<file path="src/hdl/lmpf_fifo.sv">
// Short register queue between the front end and the back end.
// Depends on nothing; width and depth come from the instantiating module.
`default_nettype none

module lmpf_fifo #(
    parameter int WIDTH = 8,
    parameter int DEPTH = 4
) (
    input  wire logic                       clk,
    input  wire logic                       rst_n,
    input  wire logic                       push,
    input  wire logic [WIDTH-1:0]           push_data,
    input  wire logic                       pop,
    output logic      [WIDTH-1:0]           pop_data,
    output logic                            empty,
    output logic      [$clog2(DEPTH+1)-1:0] count
);

    localparam int PW = (DEPTH > 1) ? $clog2(DEPTH) : 1;
    localparam int CW = $clog2(DEPTH + 1);

    logic [WIDTH-1:0] slots [DEPTH];
    logic [PW-1:0]    wr_ptr_reg, rd_ptr_reg;
    logic [CW-1:0]    count_reg;

    function automatic logic [PW-1:0] bump(input logic [PW-1:0] p);
        if (p == PW'(DEPTH - 1))
        begin
            return '0;
        end
        return p + 1'b1;
    endfunction

    always_ff @(posedge clk or negedge rst_n)
    begin
        if (!rst_n)
        begin
            wr_ptr_reg <= '0;
            rd_ptr_reg <= '0;
            count_reg  <= '0;
        end
        else
        begin
            if (push)
            begin
                wr_ptr_reg <= bump(wr_ptr_reg);
            end
            if (pop)
            begin
                rd_ptr_reg <= bump(rd_ptr_reg);
            end
            if (push && !pop)
            begin
                count_reg <= count_reg + 1'b1;
            end
            else if (pop && !push)
            begin
                count_reg <= count_reg - 1'b1;
            end
        end
    end

    always_ff @(posedge clk)
    begin
        if (push)
        begin
            slots[wr_ptr_reg] <= push_data;
        end
    end

    assign pop_data = slots[rd_ptr_reg];
    assign empty    = (count_reg == '0);
    assign count    = count_reg;

`ifndef ASSERT_OFF
    a_no_overflow: assert property (@(posedge clk) disable iff (!rst_n)
        push |-> (count_reg != CW'(DEPTH)) || pop)
        else $error("queue written while full");
    a_no_underflow: assert property (@(posedge clk) disable iff (!rst_n)
        pop |-> !empty)
        else $error("queue read while empty");
`endif

endmodule

`default_nettype wire

</file>
<file path="config.mk">
export PLATFORM = sky130hd
export DESIGN_NAME = lmpf_fifo
export DESIGN_NICKNAME = d
export VERILOG_FILES = /design/src/hdl/lmpf_fifo.sv
export SDC_FILE = /design/constraint.sdc
export NUM_CORES = 1
export LEC_CHECK = 0
export BUFFER_PORTS_ARGS = -buffer_cell sky130_fd_sc_hd__buf_4
export CAP_MARGIN = 10
export CORE_UTILIZATION = 40
export CTS_CLUSTER_SIZE = 12
export DETAILED_ROUTE_END_ITERATION = 10
export GPL_ROUTABILITY_DRIVEN = 0
export GPL_TIMING_DRIVEN = 0
export HOLD_SLACK_MARGIN = 0.15
export PLACE_DENSITY_LB_ADDON = 0.08
export SETUP_SLACK_MARGIN = 0.02
export SYNTH_ARGS = -nofsm -noshare
export SYNTH_HDL_FRONTEND = slang
export SYNTH_SLANG_ARGS = --single-unit
</file>
<file path="constraint.sdc">
create_clock -name clk -period 1.4 [get_ports clk]
set_input_delay 0.21 -clock clk [delete_from_list [all_inputs] [get_ports clk]]
set_output_delay 0.21 -clock clk [all_outputs]
set_load 0.01 [all_outputs]
</file>
==> flow_summary.ini <==
[hold_path]
hold_path.class = in2reg

[setup_path]
critPathLaunchType = flip-flop
timing.critical_path.arrival_ps = 1490
worstSetupEndpointType = output port
worstSetupPathType = reg2out
crit_required_ps = 1190
path_max_fanout = 5

[cts]
clk_pin_slew_ps = 70
clk_path_buf_depth = 2
ctsHtreeMaxLevel = 2
clock_tree_from_tritoncts = built
root_buffer = clkbuf_8
insertion_delay_ps = 280
cts-buffers-inserted = 5
clock_sink_count = 39

[final_layout]
antenna_cells_inserted = 0
layout-drive-gt1-share = 0.421
synthToLayoutAreaGrowth_pct = 31.2
layoutNonFillerInstCount = 169
final_nets = 139
fin_util = 0.551
largest_reg_flops = 32
final_area_mm2 = 0.00205

[placement]
detailed_place.area_mm2 = 0.00179
dp.cells = 149
dp_hpwl_um = 1650
port-buffer-count = 23
detailedPlace.worstSlack_ps = -88.6

[detailed_routing]
count_of_vias_placed_by_the_detailed_router = 800
routed.top_layer = met4
route.met3.wl_um = 100
drt-total-wl_um = 2490
remaining_drc_errors = 0
avgRoutedWirePerCell_um = 14.7
drt_pass1_iterations = 4
routed_via_density = 4.73
detail-route-antenna-nets = 0
route.met2.wl_um = 1300
m1_wire_length_um = 1030
detail_route.iter0.violations = 19

[logic_synthesis]
ys_warn_count = 0
synth_sequential_area_ratio = 0.728
synthesized_netlist_net_count = 97
synthesis.area_per_instance_um2 = 20.0
synth.lib_cells_used.distinct = 16
number_of_synthesized_register_bits = 39
syn-instance-count = 78
netlist_area_mm2 = 0.00156

[outcome]
violations = setup timing
run_status = complete, but fails checks

[floorplanning]
num_rows = 22
starting_density = 0.420
dieArea_mm2 = 0.00416
pin_count = 24
chipWidth_um = 64.5
design.core.area_mm2 = 0.00372
die_height_um = 64.5

[pwr]
power.ir.vdd_worst_mv = 0.925
power.share.combinational = 0.393
sw_frac_of_total = 0.282
power_share_of_the_sequential_group = 0.432
power_leakage_nw = 0.779
power.clock.fraction = 0.175
cell_internal_pwr_mw = 2.78
power_density_mw_per_mm2 = 1890
power_switching_mw = 1.09

[timing]
worst-slew-pin-transition_ps = 234
finalWorstPathRequiredPeriod_ps = 1700
maxClockFrequency_mhz = 590
finClkSkew_ps = 1.23
timing.slew.headroom = 0.844
finalWorstSetupSlack_ps = -296
rsz0062_at_grt = yes
hold_viol_final = 0
layout_worst_path_cycle_share = 1.21
setup-tns-final_ps = -2280
finalSetupViolations = 8
slew_viol_final = 0

[run]
max_cap_violations = 0

[grt]
antenna_found_initial = 0
vias_in_the_first_global_route = 838
overflow = 0
gr-usage-all-layers = 0.147
grt_max_degree = 12
first_pass_grt_wire_length_um = 4080
## synthesized netlist by cell type
library cell   n  share of area
edfxtp_1      32           0.62
mux4_2         8           0.12
dfrtp_1        7           0.11
ha_1           6          0.048
and2_1         4          0.016
inv_1          4         0.0096
mux2_2         3          0.022
nor2_1         3         0.0072
nand2_1        2         0.0048
o21ai_0        2         0.0064
xor2_1         2          0.011
buf_2          1         0.0032
buf_6          1         0.0072
fa_1           1          0.013
nor3_1         1         0.0032
xnor2_1        1         0.0056
## cell type report
class                           instances  area (µm²)
Inverter                                4        15.0
Timing Repair Buffer                   35         333
Clock inverter                          2        7.51
Tap cell                               48        60.1
Clock buffer                            6        72.6
Buffer                                  2        20.0
Multi-Input combinational cell         33         402
Fill cell                             305        1670
Sequential cell                        39        1140
## what timing repair did
item,4_1_cts,5_1_grt
hold buffers,9,0
endpoints found under the hold margin,39,0
cloned,0,1
pin swaps,0,3
endpoints found under the setup margin,33,17
resized for setup,13,3
setup buffers,2,0
## power groups by stage
stage	clock [mW]	combinational, mW	sequential [mW]
after floorplan	0	0.778	1.67
after global placement	0	1.27	1.67
after detailed placement	0	1.29	1.68
after CTS	0.709	1.49	1.66
after global routing	0.755	1.67	1.70
final	0.677	1.52	1.67
## critical path, stage by stage, from the launching register on
cell and delay, ps:
dfrtp_2 410, buf_8 140, mux4_2 520, buf_6 140
## cells by family (layout without fill, tap and decap cells)
logic type,after synthesis,in the layout,share of synthesized area
adders and majority gates,7,7,0.0609
DFF,39,39,0.728
buffers and inverters,6,49,0.0200
AOI/OAI and AO/OA,2,2,0.00641
and+or+nand+nor,10,10,0.0312
muxes,11,11,0.137
xor gates and xnor gates,3,3,0.0168
## per-stage QoR
step	hold WS, ps	total power [mW]
floorplan	-85.6	2.45
CTS	171	3.86
finish	184	3.87
global route	195	4.12
detailed placement	29.2	2.97
global placement	27.8	2.94
## layer usage
layer / vias up / global-route usage
li1: 378 / -
met1: 397 / 0.162
met2: 19 / 0.251
met3: 6 / 0.0475
met4: 0 / 0.0750
met5: - / 0
## cells in the final DEF (no fill, tap or decap), types with 4 or more instances in the layout
cell	n
edfxtp_1	32
buf_4	17
dlygate4sd3_1	9
mux4_2	8
buf_6	8
ha_1	6
clkbuf_8	5
dfrtp_1	5
inv_1	4
and2_2	4
## worst paths after layout
check / slack (ps) / to / depth (start not counted) / startpoint
hold reg to reg: 500 / count[2] / 1 / count[2]
min in group asynchronous: 270 / wr_ptr_reg[1] / 2 / rst_n
hold / removal: 180 / wr_ptr_reg[1] / 2 / push
setup / recovery: -300 / pop_data[2] / 3 / rd_ptr_reg[0]
setup reg to reg: 100 / count[2] / 4 / count[1]
max in group asynchronous: 990 / rd_ptr_reg[0] / 2 / rst_n
Power figures use the tool's default switching activity.
